File: src/hdl/compact_integer_stream_decoder_defines.svh
// Assertion macros for the compact integer stream decoder.
`ifndef COMPACT_INTEGER_STREAM_DECODER_DEFINES_SVH
`define COMPACT_INTEGER_STREAM_DECODER_DEFINES_SVH

`ifndef NO_ASSERTIONS
// cond holds -> prop holds in the same cycle
`define CISD_ASSERT_IMPL(label, clk, rst_n, cond, prop) \
  label: assert property (@(posedge clk) disable iff (!rst_n) (cond) |-> (prop)) \
    else $error("cisd: implication check failed");
// cond holds -> prop holds in the next cycle
`define CISD_ASSERT_NEXT(label, clk, rst_n, cond, prop) \
  label: assert property (@(posedge clk) disable iff (!rst_n) (cond) |=> (prop)) \
    else $error("cisd: next-cycle check failed");
`else
`define CISD_ASSERT_IMPL(label, clk, rst_n, cond, prop)
`define CISD_ASSERT_NEXT(label, clk, rst_n, cond, prop)
`endif

`endif

File: src/hdl/cisd_pkg.sv
// Types and constants shared by the compact integer decoder modules.
`timescale 1ns / 1ps

package cisd_pkg;

  localparam int unsigned ValueW = 64;
  localparam int unsigned LenW   = 7;

  typedef enum logic [1:0] {
    MODE_SINGLE = 2'd0,
    MODE_TWO    = 2'd1,
    MODE_FOUR   = 2'd2,
    MODE_BIG    = 2'd3
  } mode_t;

  typedef enum logic {
    ST_HEADER = 1'b0,
    ST_BODY   = 1'b1
  } dec_state_t;

  localparam logic STATUS_OK        = 1'b0;
  localparam logic STATUS_EARLY_END = 1'b1;

  // big-mode payload bytes beyond the header
  localparam logic [LenW-1:0] BIG_EXTRA = 7'd4;

  typedef struct packed {
    logic [ValueW-1:0] value;
    logic [LenW-1:0]   total_length;
    logic              is_big;
    logic              big_overflow;
    logic              non_canonical;
    logic              status;
  } res_t;

endpackage

File: src/hdl/cisd_core.sv
// Decode state and per-byte step logic of the compact integer decoder.
`timescale 1ns / 1ps

module cisd_core import cisd_pkg::*; (
  input  logic       clk,
  input  logic       rst_n,
  input  logic       step,
  input  logic [7:0] data_byte,
  input  logic       last,
  output logic       res_valid,
  output res_t       res
);

  dec_state_t       state_r, state_nxt;
  mode_t            mode_r, mode_nxt;
  logic [LenW-1:0]  left_r, left_nxt;
  logic [LenW-1:0]  seen_r, seen_nxt;
  logic [ValueW-1:0] acc_r, acc_nxt;
  logic             hinz_r, hinz_nxt;

  mode_t            mode_in;
  logic [LenW-1:0]  k;
  logic [LenW-1:0]  left_dec;
  logic             noncanon;

  always_ff @(posedge clk) begin
    if (!rst_n) begin
      state_r <= ST_HEADER;
      mode_r  <= MODE_SINGLE;
      left_r  <= '0;
      seen_r  <= '0;
      hinz_r  <= 1'b0;
    end else begin
      state_r <= state_nxt;
      mode_r  <= mode_nxt;
      left_r  <= left_nxt;
      seen_r  <= seen_nxt;
      hinz_r  <= hinz_nxt;
    end
  end

  always_ff @(posedge clk) begin
    acc_r <= acc_nxt;
  end

  assign mode_in  = mode_t'(data_byte[1:0]);
  assign k        = seen_r - 7'd1;
  assign left_dec = left_r - 7'd1;

  always_comb begin
    state_nxt = state_r;
    mode_nxt  = mode_r;
    left_nxt  = left_r;
    seen_nxt  = seen_r;
    acc_nxt   = acc_r;
    hinz_nxt  = hinz_r;
    res_valid = 1'b0;
    res       = '0;
    noncanon  = 1'b0;

    case (state_r)
      ST_HEADER: begin
        if (step) begin
          mode_nxt = mode_in;
          seen_nxt = 7'd1;
          hinz_nxt = 1'b0;
          acc_nxt  = {{(ValueW-6){1'b0}}, data_byte[7:2]};
          left_nxt = 7'd1;
          case (mode_in)
            MODE_TWO:  left_nxt = 7'd1;
            MODE_FOUR: left_nxt = 7'd3;
            MODE_BIG: begin
              acc_nxt  = '0;
              left_nxt = {1'b0, data_byte[7:2]} + BIG_EXTRA;
            end
            default: left_nxt = 7'd1;
          endcase
          if (mode_in == MODE_SINGLE) begin
            res_valid          = 1'b1;
            res.value          = acc_nxt;
            res.total_length   = 7'd1;
            res.status         = STATUS_OK;
          end else if (last) begin
            res_valid          = 1'b1;
            res.total_length   = 7'd1;
            res.is_big         = (mode_in == MODE_BIG);
            res.status         = STATUS_EARLY_END;
          end else begin
            state_nxt = ST_BODY;
          end
        end
      end
      ST_BODY: begin
        if (step) begin
          // lanes do not overlap the header bits, so OR acts as the add
          if (mode_r == MODE_BIG) begin
            if (k < 7'd8) begin
              for (int j = 0; j < 8; j++) begin
                if (k == 7'(j)) acc_nxt[8*j +: 8] = acc_r[8*j +: 8] | data_byte;
              end
            end else if (data_byte != 8'd0) begin
              hinz_nxt = 1'b1;
            end
          end else begin
            for (int j = 0; j < 3; j++) begin
              if (k == 7'(j)) acc_nxt[6+8*j +: 8] = acc_r[6+8*j +: 8] | data_byte;
            end
          end
          seen_nxt = seen_r + 7'd1;
          left_nxt = left_dec;
          noncanon = ((mode_r == MODE_TWO) && (acc_nxt[ValueW-1:6] == '0)) ||
                     ((mode_r == MODE_FOUR) && (acc_nxt[ValueW-1:14] == '0));
          if (left_dec == 7'd0) begin
            res_valid         = 1'b1;
            res.value         = acc_nxt;
            res.total_length  = seen_nxt;
            res.is_big        = (mode_r == MODE_BIG);
            res.big_overflow  = hinz_nxt;
            res.non_canonical = noncanon;
            res.status        = STATUS_OK;
            state_nxt         = ST_HEADER;
          end else if (last) begin
            res_valid         = 1'b1;
            res.total_length  = seen_nxt;
            res.is_big        = (mode_r == MODE_BIG);
            res.status        = STATUS_EARLY_END;
            state_nxt         = ST_HEADER;
          end
        end
      end
      default: state_nxt = ST_HEADER;
    endcase
  end

endmodule

File: src/hdl/compact_integer_stream_decoder.sv
// Top level of the compact integer stream decoder: input stage, decoder, result register.
`timescale 1ns / 1ps
`include "compact_integer_stream_decoder_defines.svh"

// Decodes back-to-back compact integers from a byte stream, one byte per item.
// Takes one byte every clock while the result register is free to accept; a result
// for the byte that completes an integer passes the input register, then the
// result register. A result waiting on out_tready holds the decoder, whose input
// register can still take one byte if it is empty. in_tlast marks the last byte of a
// buffer; an integer cut off by it gives a result with the early-end status bit
// set and value zero. In big mode only the low 64 payload bits are returned, and
// big_overflow flags any nonzero payload byte beyond the eighth.

module compact_integer_stream_decoder import cisd_pkg::*; (
  input  logic        clk,
  input  logic        rst_n,
  input  logic        in_tvalid,
  output logic        in_tready,
  input  logic [7:0]  in_tdata,   // [7:0] data_byte
  input  logic        in_tlast,   // end_of_buffer
  output logic        out_tvalid,
  input  logic        out_tready,
  output logic [71:0] out_tdata,  // [63:0] value, [70:64] total_length, [71] zero
  output logic [3:0]  out_tuser   // [0] is_big, [1] big_overflow, [2] non_canonical, [3] status
);

  logic       s1_valid_r;
  logic [7:0] s1_byte_r;
  logic       s1_last_r;
  logic       out_valid_r;
  res_t       out_r;

  logic       out_free;
  logic       adv;
  logic       res_valid;
  res_t       res;

  assign out_free  = !out_valid_r || out_tready;
  assign adv       = s1_valid_r && out_free;
  assign in_tready = !s1_valid_r || adv;

  always_ff @(posedge clk) begin
    if (!rst_n) begin
      s1_valid_r <= 1'b0;
    end else if (in_tready) begin
      s1_valid_r <= in_tvalid;
    end
  end

  always_ff @(posedge clk) begin
    if (in_tready && in_tvalid) begin
      s1_byte_r <= in_tdata;
      s1_last_r <= in_tlast;
    end
  end

  cisd_core u_core (
    .clk       (clk),
    .rst_n     (rst_n),
    .step      (adv),
    .data_byte (s1_byte_r),
    .last      (s1_last_r),
    .res_valid (res_valid),
    .res       (res)
  );

  always_ff @(posedge clk) begin
    if (!rst_n) begin
      out_valid_r <= 1'b0;
    end else if (out_free) begin
      out_valid_r <= adv && res_valid;
    end
  end

  always_ff @(posedge clk) begin
    if (out_free && adv && res_valid) begin
      out_r <= res;
    end
  end

  assign out_tvalid = out_valid_r;
  assign out_tdata  = {1'b0, out_r.total_length, out_r.value};
  assign out_tuser  = {out_r.status, out_r.non_canonical, out_r.big_overflow, out_r.is_big};

  // a cut-off integer never reports a value, a non-canonical flag or an overflow flag
  `CISD_ASSERT_IMPL(a_early_end_clean, clk, rst_n,
    out_valid_r && (out_r.status == STATUS_EARLY_END),
    (out_r.value == '0) && !out_r.non_canonical && !out_r.big_overflow)
  // length stays within one header plus 67 payload bytes
  `CISD_ASSERT_IMPL(a_len_range, clk, rst_n, out_valid_r,
    (out_r.total_length != 7'd0) && (out_r.total_length <= 7'd68))
  // non-canonical only applies to two- and four-byte forms
  `CISD_ASSERT_IMPL(a_noncanon_mode, clk, rst_n, out_valid_r && out_r.non_canonical,
    !out_r.is_big && (out_r.total_length == 7'd2 || out_r.total_length == 7'd4))
  // a byte held in the input register is not dropped while the result stalls
  `CISD_ASSERT_NEXT(a_s1_hold, clk, rst_n, s1_valid_r && !adv, s1_valid_r)

endmodule
File: config.mk
export PLATFORM = sky130hd
export DESIGN_NAME = compact_integer_stream_decoder
export DESIGN_NICKNAME = d
export VERILOG_FILES = /design/src/hdl/cisd_pkg.sv /design/src/hdl/cisd_core.sv /design/src/hdl/compact_integer_stream_decoder.sv
export VERILOG_INCLUDE_DIRS = /design/src /design/src/hdl
export SDC_FILE = /design/constraint.sdc
export NUM_CORES = 1
export LEC_CHECK = 0
export BUFFER_PORTS_ARGS = -buffer_cell sky130_fd_sc_hd__buf_2
export CORE_UTILIZATION = 30
export DETAILED_ROUTE_END_ITERATION = 8
export PLACE_DENSITY = 0.53
export SLEW_MARGIN = 20
export SYNTH_ARGS = -nofsm -noshare
export SYNTH_HDL_FRONTEND = slang
export SYNTH_HIERARCHICAL = 1
export SYNTH_SLANG_ARGS = --single-unit
File: constraint.sdc
create_clock -name clk -period 9.25 [get_ports clk]
set_input_delay 0.925 -clock clk [delete_from_list [all_inputs] [get_ports clk]]
set_output_delay 0.925 -clock clk [all_outputs]
set_load 0.02 [all_outputs]
Word-level counts from Yosys, hierarchy flattened
Index checks and enable logic that the tools add are counted.
- flip-flop bits (word level): 168
- input bits: 13
- output and inout bits: 78
- add/subtract/negate cells: 4
- order comparisons: 1
- equality and inequality tests: 14
- mux-type cells: 63
- bitwise operators: 12
- reduce and logical (&&, ||, !) cells: 21
- operators by type and width (operator ; count):
    $mux 64 ; 4
    $pmux 72 s2 ; 1
    $pmux 64 s2 ; 1
    $mux 8 ; 13
    $mux 34 ; 3
    $or 8x8->8 ; 11
    $mux 75 ; 1
    $mux 24 ; 3
    $mux 72 ; 1
    $logic_not 58->1 ; 1
    $logic_not 50->1 ; 1
    $pmux 7 s2 ; 3
    $eq 7x3->1 const B ; 4
    $mux 7 ; 4
    $mux 1 ; 20
    $mux 6 ; 3
    $eq 7x2->1 const B ; 2
    $logic_not 7->1 ; 2
    $sub 7x1->7 const B ; 2
    $eq 2x2->1 const B ; 4
    $pmux 1 s2 ; 4
    $reduce_bool 8->1 ; 1
    $add 6x3->7 const B ; 1
    $add 7x1->7 const B ; 1
    other kinds (12) ; 24

Depth between registers and ports, before layout
Gate-level depths: netlist (run 1).
- depth in word-level cells: 13
- depth in mapped cells: 13
- gate-level depth less buffers: 9

Cells and area by module
The synthesis (run 1) kept the hierarchy.
- modules (own cells, without submodules) (module ; instances ; cells an instance ; area each (µm²) ; seq. area each (µm²)):
    cisd_core ; 1 ; 603 ; 5123.7 ; 2282.2
    compact_integer_stream_decoder ; 1 ; 99 ; 2646.3 ; 2562.5

Worst setup path after synthesis (run 1)
No wires, ideal clock.
- path kind: in2reg
- from: in out_tready
- to: reg out_r (netlist bit out_tdata[0]) (enable)
- arrival: 5.306 ns
- slack: 3.436 ns
- stages on the path: 9
- buffers on the path: 1
- cell sequence: nand2b_4 > and2_1 > nand2_1 > nor3_4 > nand2_2 > clkbuf_1 > nand2_1 > nand2_1 > nor2_1
- word-level cells in the longest chain between the ends: 5
- elaborated cells between the ends (all ways): 7
- classes of those cells: mux (3); reduce/logical (4)
- ends and longest elaborated chain (element ; RTL line ; source):
    start: declaration ; compact_integer_stream_decoder.sv:22 ; input logic out_tready,
    $logic_or 1x1->1 * ; compact_integer_stream_decoder.sv:38 ; assign out_free = !out_valid_r || out_tready;
    $logic_and 1x1->1 * ; compact_integer_stream_decoder.sv:39 ; assign adv = s1_valid_r && out_free;
    via adv ; compact_integer_stream_decoder.sv:34 ; logic adv;
    $mux 1 (on tied branches) ; cisd_core.sv:94, cisd_core.sv:63 ;
    $pmux 1 s2 * ; cisd_core.sv:61 ; case (state_r)
    via res_valid ; compact_integer_stream_decoder.sv:35 ; logic res_valid;
    $logic_and 1x1->1 * ; compact_integer_stream_decoder.sv:76 ; if (out_free && adv && res_valid) begin
    end signal: assignment ; compact_integer_stream_decoder.sv:77 ; out_r <= res;
    end: declaration ; compact_integer_stream_decoder.sv:31 ; res_t out_r;
Mark *: on every way through the listed nets, which the timed path passes. The rest lies on a longest branch.
A chain may end at the register's enable or synchronous reset.

Worst setup path in the final report (run 1)
- from: in out_tready
- to: reg out_r (netlist bit out_tdata[9]) (enable)
Same word-level chain as after synthesis.

==> impl_metrics.env, run 1 <==
export IMPL_status="complete, no violations"
export IMPL_dp_hpwl_um=13090
export IMPL_synth_top_cell_area_share_pct=57.20
export IMPL_antenna_found_initial=0
export IMPL_postCtsSetupRepairBufs=0
export IMPL_total_power_w=0.001625
export IMPL_route_detailed_wl_per_inst_um=17.79
export IMPL_required_ps=9320
export IMPL_grt_use_total_pct=15.22
export IMPL_synth_flop_cell="edfxtp_1"
export IMPL_drt_pass1_iter_count=6
export IMPL_cts_max_path_buffers=2
export IMPL_diodes=0
export IMPL_worstPathMaxFanout=71
export IMPL_ys_seq_area_share_pct=62.35
export IMPL_synth_edf_count=148
export IMPL_gr_total_overflow=0
export IMPL_layout_commonest_cell="edfxtp_1"
export IMPL_rsz0062_at_grt="no"
export IMPL_worst_pin_slew_ps=972.4
export IMPL_dr_first_iter_drc_count=495
export IMPL_cts_clk_slew_worst_paths_ps=70
export IMPL_htreeDepth=4
export IMPL_syn_inst=702
export IMPL_cts_hold_buffers_added=0
export IMPL_die_h_um=162.9
export IMPL_grt_pass1_wl_um=30360
export IMPL_route_detailed_drc=0
export IMPL_die_x_um=162.9
export IMPL_cap_viol_max_count=0
export IMPL_path_class="in2reg"
export IMPL_synthArstFlopShare_pct=0
export IMPL_num_vias=5574
export IMPL_grt_pass1_vias=5391
export IMPL_core_um2=25330
export IMPL_relSlewSlack_pct=35.02
export IMPL_area_delta_synth_final_pct=15.88
export IMPL_startpoint_type="primary input"
export IMPL_setup_tns_final_ps=0
export IMPL_numCtsBuffers=17
export IMPL_rows=58
export IMPL_drt_met1_wl_um=9180
export IMPL_syn_nets=725
export IMPL_crit_path_end_kind="register"
export IMPL_num_fill_cells=2524
export IMPL_wl_um=19620
export IMPL_synth_cell_types=71
export IMPL_clkSinkCount=168
export IMPL_layout_common_cells="148 x edfxtp_1, 139 x nor2_1, 89 x buf_2, 60 x a21oi_1, 45 x nand2_1"
export IMPL_avgSynthCellArea_um2=11.07
export IMPL_highest_layer="met4"
export IMPL_worst_hold_path_type="reg2reg"
export IMPL_fin_skew_ps=6.857
export IMPL_cts_resized_gates=0
export IMPL_total_leakage_power_nw=3.088
export IMPL_wl_met3_um=1168
export IMPL_dr_wl_met2_um=8894
export IMPL_viasPerCell=5.053
export IMPL_yosysWarningCount=6
export IMPL_io_pin_count=91
export IMPL_dp_slack_ps=4794
export IMPL_period_share_pct=42.41
export IMPL_netlist_area_um2=7770
export IMPL_p_per_area_nw_per_um2=180.5
export IMPL_io_buffers=89
export IMPL_timing_hold_ws_ps=509.0
export IMPL_antenna_left=0
export IMPL_min_period_ps=3923
export IMPL_ir_drop_v=0.0001037
export IMPL_synth_top_area_cell="edfxtp_1"
export IMPL_slew_violations=0
export IMPL_start_util_pct=30.68
export IMPL_worstSkewPairLatency_ps=430
export IMPL_die_area_um2=26550
export IMPL_critPathArrivalTime_ps=3990
export IMPL_cts_root_buf="clkbuf_16"
export IMPL_synth_seq_cells=168
export IMPL_drive_above_1_share_pct=18.11
export IMPL_max_freq_ghz=0.2549
export IMPL_cts_tree="done"
export IMPL_synthTopCellsByArea="edfxtp_1 57%, nor2_1 6.8%, dfxtp_1 5.2%, a21oi_1 3.9%, clkbuf_1 2.3%"
export IMPL_grt_max_degree=72
export IMPL_gp_congestion=0.7968
export IMPL_nNetsFinal=783
export IMPL_hold_viol_final=0
export IMPL_setup_violations=0
export IMPL_setup_slack_ps=5327
[metrics by stage]
stage | std cells | area [um^2] | utilization [%]
2_1_floorplan | 702 | 7770 | -
3_3_place_gp | 1071 | 8462 | 33.41
3_5_place_dp | 1071 | 8462 | 33.41
4_1_cts | 1103 | 9004 | 35.55
5_1_grt | 1103 | 9004 | 35.55
6_report | 1103 | 9004 | 35.55
[cells by family (layout without fill, tap and decap cells)]
logic type / count (synthesis) / after routing / share of synthesized area (%)
buffers and inverters: 71 / 142 / 3.623
other: 1 / 1 / 0.04826
multiplexers: 4 / 4 / 0.5314
AO/OA/AOI/OAI: 150 / 150 / 13.08
XOR/XNOR: 9 / 9 / 1.015
adder cells (fa/ha/maj): 10 / 10 / 1.610
flip-flops: 168 / 168 / 62.35
AND/OR/NAND/NOR: 289 / 289 / 17.75
[final cells by class]
cell class / count / area (um^2) / share of cell area (%)
Timing Repair Buffer: 96 / 498.0 / 5.531
Multi-Input combinational cell: 463 / 2654 / 29.47
Inverter: 14 / 52.55 / 0.5837
Clock buffer: 17 / 425.4 / 4.725
Tap cell: 330 / 412.9 / 4.586
Clock inverter: 15 / 116.4 / 1.292
Sequential cell: 168 / 4845 / 53.81
[worst max-delay path: stages]
cell      delay [ps]
buf_2            110
nand2b_4         130
and2_4           290
buf_4            750
a21oi_1          130
nand2_1          140
nand2_1          100
nor2_4           740
buf_4            580
[per-layer routing]
layer | vias to the layer above | track usage (%)
met5 | - | 0
met2 | 167 | 22.73
met4 | 0 | 5.905
met1 | 2716 | 21.36
li1 | 2669 | -
met3 | 22 | 3.361
[cell usage after synthesis, types with 3 or more instances]
| cell type | instances |
|---|---|
| mux2i_1 | 3 |
| a22o_1 | 6 |
| nand3_1 | 26 |
| clkbuf_1 | 48 |
| xnor2_1 | 3 |
| a21oi_1 | 60 |
| o21ai_0 | 20 |
| a21o_1 | 6 |
| edfxtp_1 | 148 |
| a221oi_1 | 4 |
| a32o_1 | 9 |
| nand4_1 | 3 |
| nand2b_1 | 3 |
| nand2_1 | 45 |
| buf_2 | 3 |
| inv_1 | 13 |
| xor2_1 | 6 |
| ha_1 | 10 |
| and3b_1 | 3 |
| nor2_1 | 140 |
| o31ai_1 | 4 |
| and2_1 | 6 |
| nor2b_1 | 13 |
| a21boi_1 | 3 |
| nor3_1 | 13 |
| dfxtp_1 | 20 |
| nor3b_1 | 4 |
| nor4_1 | 8 |
| buf_1 | 4 |
| o21ai_1 | 3 |
| and3_1 | 9 |
| a31oi_1 | 5 |
[flip-flops by register name (all words and copies together), names as in the netlist]
signal	flops
out_tdata	71
out_tvalid	1
s1_byte_r	8
out_tuser	4
u_core/seen_r	7
u_core/left_r	7
u_core/hinz_r	1
u_core/mode_r	2
u_core/state_r	1
u_core/acc_r	64
s1_last_r	1
s1_valid_r	1
[path summary, 6_finish.rpt]
kind / from / endpoint / slack, ps / cells after the start
setup / recovery: out_tready / out_tdata[9] / 5330 / 9
hold / removal: s1_valid_r / s1_valid_r / 510 / 2
setup reg to reg: out_tvalid / out_tdata[9] / 5640 / 8
hold reg to reg: s1_valid_r / s1_valid_r / 510 / 2
[where the power goes]
group / internal, W / switching, W
sequential: 0.000845 / 0.0000183
clock: 0.000350 / 0.000316
combinational: 0.0000309 / 0.0000655
Note: power is estimated with default switching activity, not from simulation.
==> run 2, diff against run 1 <==
Clock period 9.25 ns to 4 ns, I/O delays scaled along.
==> run 2 against run 1 <==
Sequential power up 130%. Largest power group unchanged. Via count is 0.77% higher. Critical path depth is the same. Clock-buffer cell count unchanged. Register-to-register slack got worse by 5000 ps. Hold slack got worse by 360 ps. Clock skew increased by 1.1 ps. Wire length is 2.3% higher.
==> impl_metrics.env, run 2 (synthesized netlist as in run 1, its figures left out) <==
export IMPL_status="complete, no violations"
export IMPL_grt_pass1_vias=5362
export IMPL_min_to="s1_byte_r[5]"
export IMPL_cts_max_path_buffers=2
export IMPL_hp_start="in_tdata[5]"
export IMPL_r2r_start="u_core/seen_r[0]"
export IMPL_setup_violations=0
export IMPL_gp_congestion=0.8383
export IMPL_start_util_pct=30.68
export IMPL_rrSetupSlack_ps=610
export IMPL_antenna_left=0
export IMPL_rsz0062_at_grt="no"
export IMPL_cts_resized_gates=0
export IMPL_max_freq_ghz=0.2951
export IMPL_worstPathMaxFanout=14
export IMPL_p_per_area_nw_per_um2=425.5
export IMPL_startpoint_type="register"
export IMPL_postCtsSetupRepairBufs=0
export IMPL_worstPathCellList="inv_1, ha_1, nand2b_1, a2111oi_2, nor4b_2, a221oi_1, nand2_1, or4_1, a2111oi_2"
export IMPL_drt_pass1_iter_count=5
export IMPL_antenna_found_initial=0
export IMPL_setup_tns_final_ps=0
export IMPL_grt_max_degree=93
export IMPL_gr_total_overflow=0
export IMPL_worst_pin_slew_ps=871.0
export IMPL_slew_violations=0
export IMPL_final_area_um2=9072
export IMPL_largest_reg_flops=71
export IMPL_total_leakage_power_nw=3.120
export IMPL_ir_drop_v=0.0001899
export IMPL_fin_skew_ps=7.951
export IMPL_r2r_cells=9
export IMPL_setup_slack_ps=611.5
export IMPL_grt_pass1_wl_um=30990
export IMPL_worstSkewPairLatency_ps=430
export IMPL_relSlewSlack_pct=41.52
export IMPL_worst_hold_path_type="in2reg"
export IMPL_grt_use_total_pct=15.54
export IMPL_numCtsBuffers=17
export IMPL_dr_first_iter_drc_count=502
export IMPL_dp_hpwl_um=13060
export IMPL_route_detailed_drc=0
export IMPL_placed_area_um2=8489
export IMPL_rows=58
export IMPL_route_detailed_wl_per_inst_um=18.22
export IMPL_io_pin_count=91
export IMPL_die_h_um=162.9
export IMPL_hold_depth=1
export IMPL_layout_commonest_cell="edfxtp_1"
export IMPL_critPathSlowestCell="a2111oi_2"
export IMPL_htreeDepth=4
export IMPL_layout_common_cells="148 x edfxtp_1, 139 x nor2_1, 89 x buf_2, 60 x a21oi_1, 45 x nand2_1"
export IMPL_crit_path_end_kind="register"
export IMPL_core_um2=25330
export IMPL_nNetsFinal=785
export IMPL_area_delta_synth_final_pct=16.76
export IMPL_drive_above_1_share_pct=18.13
export IMPL_required_ps=4170
export IMPL_wl_um=20080
export IMPL_cts_tree="done"
export IMPL_cts_root_buf="clkbuf_16"
export IMPL_die_area_um2=26550
export IMPL_diodes=0
export IMPL_slowest_delay_ps=810
export IMPL_clkSinkCount=168
export IMPL_min_period_ps=3388
export IMPL_die_x_um=162.9
export IMPL_critPathArrivalTime_ps=3560
export IMPL_cap_viol_max_count=0
export IMPL_path_class="reg2reg"
export IMPL_dp_slack_ps=653.7
export IMPL_period_share_pct=84.71
export IMPL_hold_viol_final=0
export IMPL_reg2reg_to="out_tuser[2]"
export IMPL_viasPerCell=5.097
export IMPL_io_buffers=89
export IMPL_cts_clk_slew_worst_paths_ps=60
export IMPL_cts_hold_buffers_added=0
export IMPL_num_vias=5617
export IMPL_crit_top_cell="a2111oi_2"
[run 2: cell types whose count changed in the layout (fill, tap and decap cells not counted), sizes merged]
cell,before,now
buf,96,98
bufinv,0,3
clkinv,7,8
inv,21,14
[run 2: cell type report]
cell class              instances  area [um^2]
repair buffers                 98        529.3
multi-input cells             463         2654
flip-flops and latches        168         4845
well taps                     330        412.9
clock inverters                12        153.9
inverters                      14        52.55
fillers                      2505        16250
clock buffers                  17        425.4
[run 2: worst max-delay path by stage]
stage | from | end | cells past startpoint
after floorplan | u_core/left_r[1] | out_tdata[0] | 9
after global placement | u_core/seen_r[0] | out_tuser[2] | 9
final | u_core/seen_r[0] | out_tuser[2] | 9
after CTS | u_core/seen_r[0] | out_tuser[2] | 9
after global routing | u_core/seen_r[0] | out_tuser[2] | 9
after detailed placement | u_core/seen_r[0] | out_tuser[2] | 9
[run 2: critical path: cells and delay by family, from the launching register on]
kind / cells / cell delay (ps)
AOI/OAI and AO/OA: 3 / 1110
and+or+nand+nor: 4 / 1070
DFF: 1 / 450
adders and majority gates: 1 / 320
buffers and inverters: 1 / 170
[run 2: where the power goes]
| part | internal (W) | switching (W) | leakage, nW |
|---|---|---|---|
| registers | 0.00195 | 0.0000449 | 1.52 |
| logic | 0.0000726 | 0.000150 | 1.32 |
| clock network | 0.000970 | 0.000668 | 0.280 |
[run 2: per-stage QoR]
stage                     instances  util (%)  total power (W)  hold WS [ps]
final                          1102     35.82         0.003860         146.7
after global routing           1102     35.82         0.003990         131.6
after CTS                      1102     35.81         0.003901         128.1
after detailed placement       1073     33.52         0.002259         507.6
after global placement         1073     33.52         0.002257         488.2
after floorplan                 702         -         0.002181         460.2
[run 2: routing by layer]
layer  GRT usage, %  vias to the layer above  part of all wire, %
met3          3.845                       14                  6.2
met1          21.32                     2756                   47
met4          5.395                        0                  1.1
met5              0                        -                    0
met2          23.75                      173                   46
li1               -                     2674                    -
